**src/design/hcbd_pkg.sv**
```systemverilog
// ----------------------------------------------------------------------------
// hcbd_pkg
// shared types, constants and helpers of the chunked body decoder
// ----------------------------------------------------------------------------
package hcbd_pkg;

  localparam int SIZE_WIDTH_DEF = 32;
  localparam int BYTE_WIDTH     = 8;
  localparam int LEN_WIDTH      = 32;
  localparam int STATUS_WIDTH   = 2;
  localparam int PADDR_WIDTH    = 3;
  localparam int PDATA_WIDTH    = 32;

  // register index, taken from paddr[2]
  localparam logic REG_CHUNKED_MODE = 1'b0;
  localparam logic REG_BODY_LENGTH  = 1'b1;

  localparam logic [BYTE_WIDTH-1:0] CH_CR    = 8'h0d;
  localparam logic [BYTE_WIDTH-1:0] CH_LF    = 8'h0a;
  localparam logic [BYTE_WIDTH-1:0] CH_COLON = 8'h3a;
  localparam logic [BYTE_WIDTH-1:0] CH_SPACE = 8'h20;
  localparam logic [BYTE_WIDTH-1:0] CH_TAB   = 8'h09;

  typedef enum logic [3:0] {
    PH_SIZE     = 4'd0,
    PH_EXT      = 4'd1,
    PH_SIZE_LF  = 4'd2,
    PH_DATA     = 4'd3,
    PH_DATA_CR  = 4'd4,
    PH_DATA_LF  = 4'd5,
    PH_TRAIL    = 4'd6,
    PH_TRAIL_LF = 4'd7
  } phase_t;

  typedef enum logic [STATUS_WIDTH-1:0] {
    ST_MORE = 2'd0,
    ST_DONE = 2'd1,
    ST_BAD  = 2'd2
  } status_t;

  typedef struct packed {
    logic [BYTE_WIDTH-1:0] out_byte;
    logic                  out_valid;
    status_t               status;
  } result_t;

  // bit 4 flags a hex digit, bits 3:0 hold its value
  function automatic logic [4:0] hex_value(input logic [BYTE_WIDTH-1:0] c);
    logic [4:0] r;
    r = 5'd0;
    if (c >= 8'h30 && c <= 8'h39) begin
      r = {1'b1, 4'(c - 8'h30)};
    end else if (c >= 8'h61 && c <= 8'h66) begin
      r = {1'b1, 4'(c - 8'h57)};
    end else if (c >= 8'h41 && c <= 8'h46) begin
      r = {1'b1, 4'(c - 8'h37)};
    end
    return r;
  endfunction

endpackage

```
**src/design/hcbd_ifs.sv**
```systemverilog
// ----------------------------------------------------------------------------
// hcbd channel interfaces
// raw body byte channel and decoded result channel, valid/ready handshake
// ----------------------------------------------------------------------------
interface hcbd_raw_if import hcbd_pkg::*; ();
  logic                  valid;
  logic                  ready;
  logic [BYTE_WIDTH-1:0] in_byte;

  modport source (output valid, output in_byte, input ready);
  modport sink   (input valid, input in_byte, output ready);
endinterface

interface hcbd_dec_if import hcbd_pkg::*; ();
  logic                    valid;
  logic                    ready;
  logic [BYTE_WIDTH-1:0]   out_byte;
  logic                    out_valid;
  logic [STATUS_WIDTH-1:0] status;

  modport source (output valid, output out_byte, output out_valid, output status,
                  input ready);
  modport sink   (input valid, input out_byte, input out_valid, input status,
                  output ready);
endinterface

```
**src/design/hcbd_parser.sv**
```systemverilog
// ----------------------------------------------------------------------------
// hcbd_parser
// decoder state and per-byte update for length and chunked framing
// ----------------------------------------------------------------------------
module hcbd_parser import hcbd_pkg::*; #(
  parameter int SIZE_WIDTH = SIZE_WIDTH_DEF
) (
  input  logic                  clk,
  input  logic                  rst,
  input  logic                  step,
  input  logic [BYTE_WIDTH-1:0] in_byte,
  input  logic                  chunked_mode,
  input  logic [LEN_WIDTH-1:0]  body_length,
  output result_t               res
);

  phase_t                phase, phase_next;
  logic [SIZE_WIDTH-1:0] chunk_remaining, chunk_remaining_next;
  logic                  digit_seen, digit_seen_next;
  logic                  line_has_colon, line_has_colon_next;
  logic                  line_empty, line_empty_next;
  logic [LEN_WIDTH-1:0]  bytes_passed, bytes_passed_next;
  status_t               final_status, final_status_next;

  logic       pass;
  logic [4:0] hex;
  logic       size_full;

  assign hex       = hex_value(in_byte);
  assign size_full = chunk_remaining[SIZE_WIDTH-1 -: 4] != 4'd0;

  // byte passes in the data phase or while the fixed length is not reached
  always_comb begin
    pass = 1'b0;
    if (final_status == ST_MORE) begin
      if (chunked_mode) begin
        pass = (phase == PH_DATA);
      end else begin
        pass = (bytes_passed < body_length);
      end
    end
  end

  always_comb begin
    phase_next           = phase;
    chunk_remaining_next = chunk_remaining;
    digit_seen_next      = digit_seen;
    line_has_colon_next  = line_has_colon;
    line_empty_next      = line_empty;
    bytes_passed_next    = bytes_passed;
    final_status_next    = final_status;
    if (final_status == ST_MORE) begin
      if (chunked_mode) begin
        case (phase)
          PH_SIZE: begin
            if (hex[4]) begin
              if (size_full) begin
                final_status_next = ST_BAD;
              end else begin
                chunk_remaining_next = {chunk_remaining[SIZE_WIDTH-5:0], hex[3:0]};
                digit_seen_next      = 1'b1;
              end
            end else if (!digit_seen) begin
              if (in_byte != CH_SPACE && in_byte != CH_TAB) final_status_next = ST_BAD;
            end else if (in_byte == CH_CR) begin
              phase_next = PH_SIZE_LF;
            end else begin
              phase_next = PH_EXT;
            end
          end
          PH_EXT: begin
            if (in_byte == CH_CR) phase_next = PH_SIZE_LF;
          end
          PH_SIZE_LF: begin
            if (in_byte != CH_LF) begin
              final_status_next = ST_BAD;
            end else if (chunk_remaining == '0) begin
              phase_next          = PH_TRAIL;
              line_empty_next     = 1'b1;
              line_has_colon_next = 1'b0;
            end else begin
              phase_next = PH_DATA;
            end
          end
          PH_DATA: begin
            chunk_remaining_next = chunk_remaining - SIZE_WIDTH'(1);
            if (chunk_remaining_next == '0) phase_next = PH_DATA_CR;
          end
          PH_DATA_CR: begin
            if (in_byte == CH_CR) phase_next = PH_DATA_LF;
            else final_status_next = ST_BAD;
          end
          PH_DATA_LF: begin
            if (in_byte == CH_LF) begin
              phase_next           = PH_SIZE;
              digit_seen_next      = 1'b0;
              chunk_remaining_next = '0;
            end else begin
              final_status_next = ST_BAD;
            end
          end
          PH_TRAIL: begin
            if (in_byte == CH_CR) begin
              phase_next = PH_TRAIL_LF;
            end else begin
              line_empty_next = 1'b0;
              if (in_byte == CH_COLON) line_has_colon_next = 1'b1;
            end
          end
          PH_TRAIL_LF: begin
            if (in_byte != CH_LF) begin
              final_status_next = ST_BAD;
            end else if (line_empty) begin
              final_status_next = ST_DONE;
            end else if (!line_has_colon) begin
              final_status_next = ST_BAD;
            end else begin
              phase_next          = PH_TRAIL;
              line_empty_next     = 1'b1;
              line_has_colon_next = 1'b0;
            end
          end
          default: final_status_next = ST_BAD;
        endcase
      end else if (pass) begin
        bytes_passed_next = bytes_passed + LEN_WIDTH'(1);
        if (bytes_passed_next == body_length) final_status_next = ST_DONE;
      end else begin
        final_status_next = ST_DONE;
      end
    end
  end

  assign res.out_byte  = pass ? in_byte : '0;
  assign res.out_valid = pass;
  assign res.status    = final_status_next;

  always_ff @(posedge clk) begin
    if (rst) begin
      phase           <= PH_SIZE;
      chunk_remaining <= '0;
      digit_seen      <= 1'b0;
      line_has_colon  <= 1'b0;
      line_empty      <= 1'b1;
      bytes_passed    <= '0;
      final_status    <= ST_MORE;
    end else if (step) begin
      phase           <= phase_next;
      chunk_remaining <= chunk_remaining_next;
      digit_seen      <= digit_seen_next;
      line_has_colon  <= line_has_colon_next;
      line_empty      <= line_empty_next;
      bytes_passed    <= bytes_passed_next;
      final_status    <= final_status_next;
    end
  end

`ifndef ASSERT_OFF
  a_sticky_end: assert property (@(posedge clk) disable iff (rst)
    (final_status != ST_MORE) |=> (final_status == $past(final_status)))
    else $error("end status changed after done or error");

  a_data_nonzero: assert property (@(posedge clk) disable iff (rst)
    (phase == PH_DATA && final_status == ST_MORE) |-> (chunk_remaining != '0))
    else $error("data phase with no bytes left in chunk");

  a_pass_phase: assert property (@(posedge clk) disable iff (rst)
    (res.out_valid && chunked_mode) |-> (phase == PH_DATA))
    else $error("byte passed outside chunk data");
`endif

endmodule

```
**src/design/http_chunked_body_decoder_core.sv**
```systemverilog
// ----------------------------------------------------------------------------
// http_chunked_body_decoder_core
// byte-serial http/1.1 body decoder, fixed-length or chunked framing
// pipeline: a raw item passes the input register, then the result register
// throughput: one byte per cycle while dec.ready holds, one parser update per byte
// reset: synchronous rst clears config, pipeline valids and parser state
// ----------------------------------------------------------------------------
module http_chunked_body_decoder_core import hcbd_pkg::*; #(
  parameter int SIZE_WIDTH = SIZE_WIDTH_DEF
) (
  input  logic                   clk,
  input  logic                   rst,
  hcbd_raw_if.sink               raw,
  hcbd_dec_if.source             dec,
  input  logic                   psel,
  input  logic                   penable,
  input  logic                   pwrite,
  input  logic [PADDR_WIDTH-1:0] paddr,
  input  logic [PDATA_WIDTH-1:0] pwdata,
  output logic [PDATA_WIDTH-1:0] prdata,
  output logic                   pready
);

  // configuration registers
  logic                 chunked_mode;
  logic [LEN_WIDTH-1:0] body_length;
  logic                 cfg_wr;

  // input register
  logic                  s1_valid;
  logic [BYTE_WIDTH-1:0] s1_byte;
  logic                  s1_adv;

  // result register
  logic    o_valid;
  result_t o_res;
  result_t res;

  // apb: pready tied high, register picked by paddr[2]
  assign pready = 1'b1;
  assign cfg_wr = psel && penable && pwrite && pready;

  always_ff @(posedge clk) begin
    if (rst) begin
      chunked_mode <= 1'b0;
      body_length  <= '0;
    end else if (cfg_wr) begin
      if (paddr[2] == REG_CHUNKED_MODE) chunked_mode <= pwdata[0];
      else body_length <= pwdata[LEN_WIDTH-1:0];
    end
  end

  always_comb begin
    if (paddr[2] == REG_CHUNKED_MODE) prdata = {{(PDATA_WIDTH-1){1'b0}}, chunked_mode};
    else prdata = body_length;
  end

  // the parser step fires when the input register moves into the result
  // register; the result register is free or is being taken this cycle
  assign s1_adv    = s1_valid && (!o_valid || dec.ready);
  assign raw.ready = !s1_valid || s1_adv;

  always_ff @(posedge clk) begin
    if (rst) begin
      s1_valid <= 1'b0;
    end else if (raw.ready) begin
      s1_valid <= raw.valid;
    end
  end

  // payload only, no reset
  always_ff @(posedge clk) begin
    if (raw.valid && raw.ready) s1_byte <= raw.in_byte;
  end

  hcbd_parser #(
    .SIZE_WIDTH(SIZE_WIDTH)
  ) u_parser (
    .clk          (clk),
    .rst          (rst),
    .step         (s1_adv),
    .in_byte      (s1_byte),
    .chunked_mode (chunked_mode),
    .body_length  (body_length),
    .res          (res)
  );

  always_ff @(posedge clk) begin
    if (rst) begin
      o_valid <= 1'b0;
    end else if (s1_adv) begin
      o_valid <= 1'b1;
    end else if (dec.ready) begin
      o_valid <= 1'b0;
    end
  end

  always_ff @(posedge clk) begin
    if (s1_adv) o_res <= res;
  end

  assign dec.valid     = o_valid;
  assign dec.out_byte  = o_res.out_byte;
  assign dec.out_valid = o_res.out_valid;
  assign dec.status    = o_res.status;

`ifndef ASSERT_OFF
  a_ready_when_empty: assert property (@(posedge clk) disable iff (rst)
    !o_valid |-> raw.ready)
    else $error("input stalled with empty result register");

  a_zero_when_dropped: assert property (@(posedge clk) disable iff (rst)
    (o_valid && !o_res.out_valid) |-> (o_res.out_byte == '0))
    else $error("dropped byte shows nonzero data");

  a_result_source: assert property (@(posedge clk) disable iff (rst)
    $rose(o_valid) |-> $past(s1_valid))
    else $error("result item without an input item");
`endif

endmodule
```
**src/flat_wrapper.sv**
```systemverilog
// flat-port wrapper written by rule: the top's interface ports become plain ports
module http_chunked_body_decoder_core_flat import hcbd_pkg::*;
#(
  parameter int SIZE_WIDTH = SIZE_WIDTH_DEF
)
  (clk, rst, psel, penable, pwrite, paddr, pwdata, prdata, pready, raw_valid, raw_in_byte, raw_ready, dec_valid, dec_out_byte, dec_out_valid, dec_status, dec_ready);
  hcbd_raw_if raw_i ();
  hcbd_dec_if dec_i ();
  input  logic clk;
  input  logic rst;
  input  logic psel;
  input  logic penable;
  input  logic pwrite;
  input  logic [PADDR_WIDTH-1:0] paddr;
  input  logic [PDATA_WIDTH-1:0] pwdata;
  output logic [PDATA_WIDTH-1:0] prdata;
  output logic pready;
  input wire logic [$bits(raw_i.valid)-1:0] raw_valid;
  input wire logic [$bits(raw_i.in_byte)-1:0] raw_in_byte;
  output wire logic [$bits(raw_i.ready)-1:0] raw_ready;
  output wire logic [$bits(dec_i.valid)-1:0] dec_valid;
  output wire logic [$bits(dec_i.out_byte)-1:0] dec_out_byte;
  output wire logic [$bits(dec_i.out_valid)-1:0] dec_out_valid;
  output wire logic [$bits(dec_i.status)-1:0] dec_status;
  input wire logic [$bits(dec_i.ready)-1:0] dec_ready;
  assign raw_i.valid = raw_valid;
  assign raw_i.in_byte = raw_in_byte;
  assign raw_ready = raw_i.ready;
  assign dec_valid = dec_i.valid;
  assign dec_out_byte = dec_i.out_byte;
  assign dec_out_valid = dec_i.out_valid;
  assign dec_status = dec_i.status;
  assign dec_i.ready = dec_ready;
  http_chunked_body_decoder_core #(.SIZE_WIDTH(SIZE_WIDTH)) u_core (.clk(clk), .rst(rst), .raw(raw_i), .dec(dec_i), .psel(psel), .penable(penable), .pwrite(pwrite), .paddr(paddr), .pwdata(pwdata), .prdata(prdata), .pready(pready));
endmodule
```
**config.mk**
```make
export PLATFORM = sky130hd
export DESIGN_NAME = http_chunked_body_decoder_core_flat
export DESIGN_NICKNAME = d
export VERILOG_FILES = /design/src/design/hcbd_pkg.sv /design/src/design/hcbd_ifs.sv /design/src/design/hcbd_parser.sv /design/src/design/http_chunked_body_decoder_core.sv /design/src/flat_wrapper.sv
export SDC_FILE = /design/constraint.sdc
export NUM_CORES = 1
export LEC_CHECK = 0
export ABC_AREA = 1
export BUFFER_PORTS_ARGS = -buffer_cell sky130_fd_sc_hd__buf_2
export CAP_MARGIN = 20
export CORE_MARGIN = 2
export CORE_UTILIZATION = 25
export CTS_CLUSTER_SIZE = 16
export DETAILED_ROUTE_END_ITERATION = 10
export MAX_ROUTING_LAYER = met4
export PLACE_DENSITY = 0.48
export SYNTH_ARGS = -nofsm -noshare
export SYNTH_HDL_FRONTEND = slang
export SYNTH_SLANG_ARGS = --single-unit
```
**constraint.sdc**
```tcl
create_clock -name clk -period 4.8 [get_ports clk]
set_input_delay 0.48 -clock clk [delete_from_list [all_inputs] [get_ports clk]]
set_output_delay 0.48 -clock clk [all_outputs]
set_load 0.1 [all_outputs]
```
==> reports/summary.txt, run 1 <==
outcome: finished, final reports clean
layout cells sized above 1: 12.6%
critical-path cell list: inv_1 > ha_1 > nand2_1 > nor2_1 > a211oi_1 > a21oi_1 > o21ai_0 > nand2_1 > nor2_4 > buf_4 > o21ai_0 > a21oi_1
CP startpoint kind: register
clock share of power: 36.4%
Setup CP Type: reg -> reg
Internal Power: 0.00229 W
setup TNS: 0 ns
CP max-delay cell: nor2_4
placer congestion estimate: 0.910
CTS tree: done
R2R Setup Slk: 1.79 ns
hold_buf cts: 0
clock period minus final worst setup slack: 3.01 ns
placed cells: 1855
P_sw: 0.00138 W
drt drc: 0
Global Route Usage Sum: 15.0%
hold depth: 1
Final Util: 30.1%
Core ar.: 33700 sq um
worst skew pair latency: 0.44 ns
post-synthesis simple-gate area fraction: 32.0%
cells after synthesis: 1345
final setup skew: 0.0119 ns
initial antenna violation count: 0
H-tree depth: 4
wire length per cell: 13.6 um
Final Max Tran Viols: 0
Die Wd: 190 um
post-DP HPWL: 19500 um
global-route wire length before repair: 41900 um
combinational group share of total power: 28.4%
FP Rows: 67
total congestion overflow: 0
PortBufs: 92
Synth Cell Area: 8620 sq um
worst rel slew slack: 49.9%
CP peak stage delay: 0.52 ns
footprint of the multi-input gates: 5070 sq um
Setup WS post-layout: 1.79 ns
Initial Util: 25.6%
worst path bufs/invs: 2
crit path capture type: register
vias per cell: 4.59
final WL: 25600 um
IO Pins: 96
Power Dens Cells: 361 nW/um^2
Hold WC Path Type: in -> reg
most frequent cells in the layout: nand2_1 (337), inv_1 (176), nor2_1 (157)
Via Count: 8667
largest family of logic cells by synthesized area: simple AND/OR/NAND/NOR gates
DRT iter0 DRCs: 473
non-filler cells, final: 1888
reg2reg end: u_core.u_parser.bytes_passed[8]$_SDFFE_PP0P_
RSZ-0062 raised after global routing: no
FILL cells: 3787
syn nets: 1434
Num CTS Buffers: 17
XOR/XNOR share of the synthesized area: 2.95%
final hold vios: 0
dpl ws: 1.73 ns
Leak: 4.66 nW
Max-Cap Viols: 0
most common cell after layout, fill and taps aside: nand2_1
adder-cell area share of the yosys netlist: 5.66%
clock root cell: clkbuf_16
post-synthesis mux area share: 0%
final worst-path cycle share: 62.7%
die height: 190 um
Max Root-Sink Buffers: 2
First-pass DRT Iterations: 7
sw frac: 37.6%
crit-path max FO: 29
VDD IR-drop max: 257 uV
ANT nets after route: 0
sequential area share after synthesis: 31.5%
post_cts resized: 0
WP data required: 5.17 ns
post-synthesis compound-gate area fraction: 18.1%
FF+latch count, synth: 126
Hold Startpoint: raw_in_byte[3]
WHS Endpoint: u_core.s1_byte[3]$_DFFE_PP_
Yosys cell types: 48
R2R Path Start: u_core.body_length[7]$_SDFFE_PP0P_
CP arrival: 3.37 ns
Worst-Margin Slew: 0.751 ns
# nets final: 1516
Syn Area/Cell: 6.41 sq um
Post-CTS Setup Inserts: 0
clock slew at the register clock pins of the worst setup and hold paths: 0.06 ns
Reg2Reg Depth: 12
FF/Latch Area: 2710 sq um
CP delay by family, top: simple AND/OR/NAND/NOR gates
vias in the first global route: 8309
ANT cells: 0
Final setup viols: 0
Seq pwr share: 35.2%
CTS Sinks: 126
largest net degree at the start of global routing: 67
Die ar.: 36000 sq um
Area Growth Syn to Fin: 17.9%
Yosys Warn Count: 0
FMAX: 332 MHz
[how the worst max path moves through the flow]
stage                                  startpoint                                            end  depth (start not counted)
2_1_floorplan                            paddr[2]                                      prdata[0]                          2
3_3_place_gp   u_core.body_length[7]$_SDFFE_PP0P_  u_core.u_parser.bytes_passed[18]$_SDFFE_PP0P_                         12
3_5_place_dp   u_core.body_length[7]$_SDFFE_PP0P_  u_core.u_parser.bytes_passed[18]$_SDFFE_PP0P_                         12
4_1_cts        u_core.body_length[7]$_SDFFE_PP0P_   u_core.u_parser.bytes_passed[8]$_SDFFE_PP0P_                         12
5_1_grt        u_core.body_length[5]$_SDFFE_PP0P_   u_core.u_parser.bytes_passed[5]$_SDFFE_PP0P_                         12
6_report       u_core.body_length[7]$_SDFFE_PP0P_   u_core.u_parser.bytes_passed[8]$_SDFFE_PP0P_                         12
[registers in the layout, summed over array words and instances, names as in the netlist, 2 cells and up]
signal	cells
u_core.body_length	32
u_core.u_parser.bytes_passed	32
u_core.u_parser.chunk_remaining	32
u_core.dec.out_byte	8
u_core.s1_byte	8
u_core.u_parser.phase	3
u_core.dec.status	2
u_core.u_parser.final_status	2
[area by class of cell]
| cell class | instances | share of cell area [%] |
|---|---|---|
| clock buffers | 22 | 4.82 |
| clock inverters | 10 | 1.08 |
| inverters | 183 | 6.76 |
| multi-input cells | 1000 | 49.9 |
| flip-flops and latches | 126 | 26.7 |
| well taps | 448 | 5.52 |
| repair buffers | 99 | 5.17 |
[metrics by stage]
stage	hold WS, ns	instance area (sq um)	power, W
6_report	0.219	10200	0.00367
5_1_grt	0.193	10200	0.00390
4_1_cts	0.195	10100	0.00373
3_5_place_dp	0.479	9540	0.00237
3_3_place_gp	0.461	9540	0.00236
2_1_floorplan	0.448	8620	0.00211
[cell usage after synthesis (all sizes together)]
cell type    n  area [sq um]
a22oi       16           120
o21a         1          7.51
a21boi       1          7.51
o21ai      118           598
or2          2          12.5
nand3       89           455
buf          6          37.5
nand4       15          93.8
clkinv       1          3.75
nand3b       1          7.51
o21bai       4          33.8
a32oi        1          8.76
nand2      348          1340
o311a        1          10.0
o22ai        8          50.1
o221ai       1          8.76
xor2        20           175
o2111ai      2          17.5
inv        182           683
nor2       178           761
a211oi       4          35.0
ha          39           488
clkbuf      30           113
xnor2        9          78.8
o31ai        1          7.51
o211ai       2          15.0
edfxtp      19           571
a221oi       1          8.76
nor4         4          25.0
a31oi        8          50.1
dfxtp      107          2140
conb         1          3.75
nor3        11          65.1
a21oi      114           586
[layer usage]
layer | GRT usage, % | part of all wire [%]
met5 | - | 0
met4 | 4.92 | 2.0
met3 | 2.69 | 3.3
met2 | 24.6 | 47
met1 | 18.6 | 48
[cells by family (layout without fill, tap and decap cells)]
group                      after synthesis  in the layout
buffers and inverters                  219            314
and+or+nand+nor                        648            648
DFF                                    126            126
adders and majority gates               39             39
AOI/OAI and AO/OA                      283            283
other                                    1              1
xor gates and xnor gates                29             29
[power by group through the flow]
stage / clock, W / sequential [W] / combinational [W]
CTS: 0.00137 / 0.00129 / 0.00106
floorplan: 0 / 0.00154 / 0.000568
global placement: 0 / 0.00131 / 0.00105
finish: 0.00134 / 0.00129 / 0.00104
global route: 0.00142 / 0.00131 / 0.00117
detailed placement: 0 / 0.00132 / 0.00105
(Power assumes the default switching activity.)
==> run 2: changes to the inputs <==
- PLACE_DENSITY: 0.48 -> 0.49
- clock period: 4.8 -> 2.6 ns (I/O delays scaled with it)
==> run 2 against run 1 <==
Setup slack got worse by 1.6 ns. Wire length rose by 2.8%. Register-to-register slack got worse by 1.6 ns. Sequential cell count did not move. Total power rose by 92%. Final area rose by 6.5%. Highest routed layer unchanged.
==> reports/summary.txt, run 2 (synthesis results as in run 1) <==
Die Wd: 190 um
vias per cell: 4.60
final hold vios: 0
crit path capture type: register
PortBufs: 92
CP startpoint kind: register
FP Rows: 67
Area Growth Syn to Fin: 25.6%
largest registers: u_core.body_length x32, u_core.u_parser.bytes_passed x32, u_core.u_parser.chunk_remaining x32
# nets final: 1582
WP data required: 2.92 ns
VDD IR-drop max: 492 uV
Num CTS Buffers: 17
RSZ-0062 raised after global routing: no
ANT nets after route: 0
drt drc: 0
Seq pwr share: 33.6%
vias in the first global route: 8409
Core ar.: 33700 sq um
P_sw: 0.00265 W
most common cell after layout, fill and taps aside: nand2_1
ANT cells: 0
wire length per cell: 13.5 um
IO Pins: 96
largest net degree at the start of global routing: 56
Setup WS post-layout: 0.196 ns
placer congestion estimate: 0.875
Worst-Margin Slew: 0.607 ns
clock root cell: clkbuf_16
post-DP HPWL: 20200 um
Setup CP Type: reg -> reg
initial antenna violation count: 0
non-filler cells, final: 1954
H-tree depth: 4
First-pass DRT Iterations: 5
most frequent cells in the layout: nand2_1 (334), inv_1 (174), nor2_1 (153)
final WL: 26300 um
FMAX: 416 MHz
die height: 190 um
Initial Util: 25.6%
Max Root-Sink Buffers: 2
Power Dens Cells: 650 nW/um^2
dpl ws: -0.00825 ns
combinational group share of total power: 30.3%
Hold WC Path Type: in -> reg
final setup skew: 0.0138 ns
crit-path max FO: 55
clock slew at the register clock pins of the worst setup and hold paths: 0.06 ns
DRT iter0 DRCs: 445
worst rel slew slack: 59.5%
final worst-path cycle share: 92.5%
placed cells: 1911
Via Count: 8982
CTS Sinks: 126
Final Max Tran Viols: 0
clock share of power: 36.1%
Max-Cap Viols: 0
clock period minus final worst setup slack: 2.40 ns
Final setup viols: 0
global-route wire length before repair: 42700 um
CP arrival: 2.72 ns
Leak: 5.04 nW
CTS tree: done
total design power: 0.00703 W
total congestion overflow: 0
Die ar.: 36000 sq um
layout cells sized above 1: 17.0%
Internal Power: 0.00438 W
Global Route Usage Sum: 15.3%
outcome: finished, final reports clean
worst skew pair latency: 0.44 ns
sw frac: 37.7%
## run 2: changes by cell type in the layout (fill, tap and decap cells not counted), sizes merged
cell | previous run | this run
dlygate4sd3 | 0 | 8
buf | 99 | 157
clkinv | 4 | 7
bufinv | 2 | 3
clkbuf | 22 | 18
## run 2: critical path, stage by stage, from the launching register on
cell and delay (ns):
dfxtp_1 0.33, inv_1 0.06, ha_1 0.29, nand2_1 0.07, nor2_2 0.16, nand4_1 0.21, buf_4 0.19, a21oi_1 0.24
nor3_1 0.11, nand2_2 0.14, nor2_4 0.05, buf_12 0.19, o21ai_0 0.18, a21oi_1 0.05
## run 2: stage by stage
stage	setup TNS, ns	hold slack [ns]	cell area (sq um)	utilization [%]
6_report	0	0.0742	10800	32.1
5_1_grt	0	0.0905	10800	32.1
4_1_cts	0	0.0569	10700	31.8
3_5_place_dp	-0.00825	0.441	10000	29.7
3_3_place_gp	-0.0165	0.438	10000	29.7
2_1_floorplan	0	0.359	8620	-
## run 2: worst paths after layout
check / from / to / slack (ns) / cells after the start
worst min register to register: u_core.u_parser.digit_seen$_SDFFE_PP0P_ / u_core.u_parser.digit_seen$_SDFFE_PP0P_ / 0.48 / 2
worst max register to register: u_core.body_length[31]$_SDFFE_PP0P_ / u_core.u_parser.bytes_passed[18]$_SDFFE_PP0P_ / 0.20 / 13
worst min-delay path: pwdata[0] / u_core.body_length[0]$_SDFFE_PP0P_ / 0.07 / 3
worst max-delay path: u_core.body_length[31]$_SDFFE_PP0P_ / u_core.u_parser.bytes_passed[18]$_SDFFE_PP0P_ / 0.20 / 13
## run 2: layout make-up
type / instances / area [sq um]
fill: 3720 / 22900
multi-input combinational: 1000 / 5150
sequential: 126 / 2710
timing repair buffer: 165 / 1100
inverter: 183 / 687
tap: 448 / 561
clock buffer: 18 / 450
clock inverter: 14 / 166
## run 2: repair_timing
item	in CTS	in global routing
hold endpoints to repair	8	0
hold buffers	8	0
resized for setup	1	22
endpoints found under the setup margin	8	54
cloned	0	0
setup buffers	0	3
pin swaps	0	5
## run 2: layer usage
metal  global-route usage (%)  up-vias  routed length (um)
li1                         -     4704                   -
met3                     2.69       18                 839
met4                     4.11        0                 327
met5                        -        -                   0
met1                     19.1     4119               12600
met2                     25.5      141               12600
## run 2: power by group through the flow
stage	sequential [W]	clock (W)	combinational, W
after detailed placement	0.00241	0	0.00209
after global placement	0.00240	0	0.00207
final	0.00236	0.00254	0.00213
after CTS	0.00236	0.00261	0.00211
after floorplan	0.00285	0	0.00105
after global routing	0.00239	0.00270	0.00237
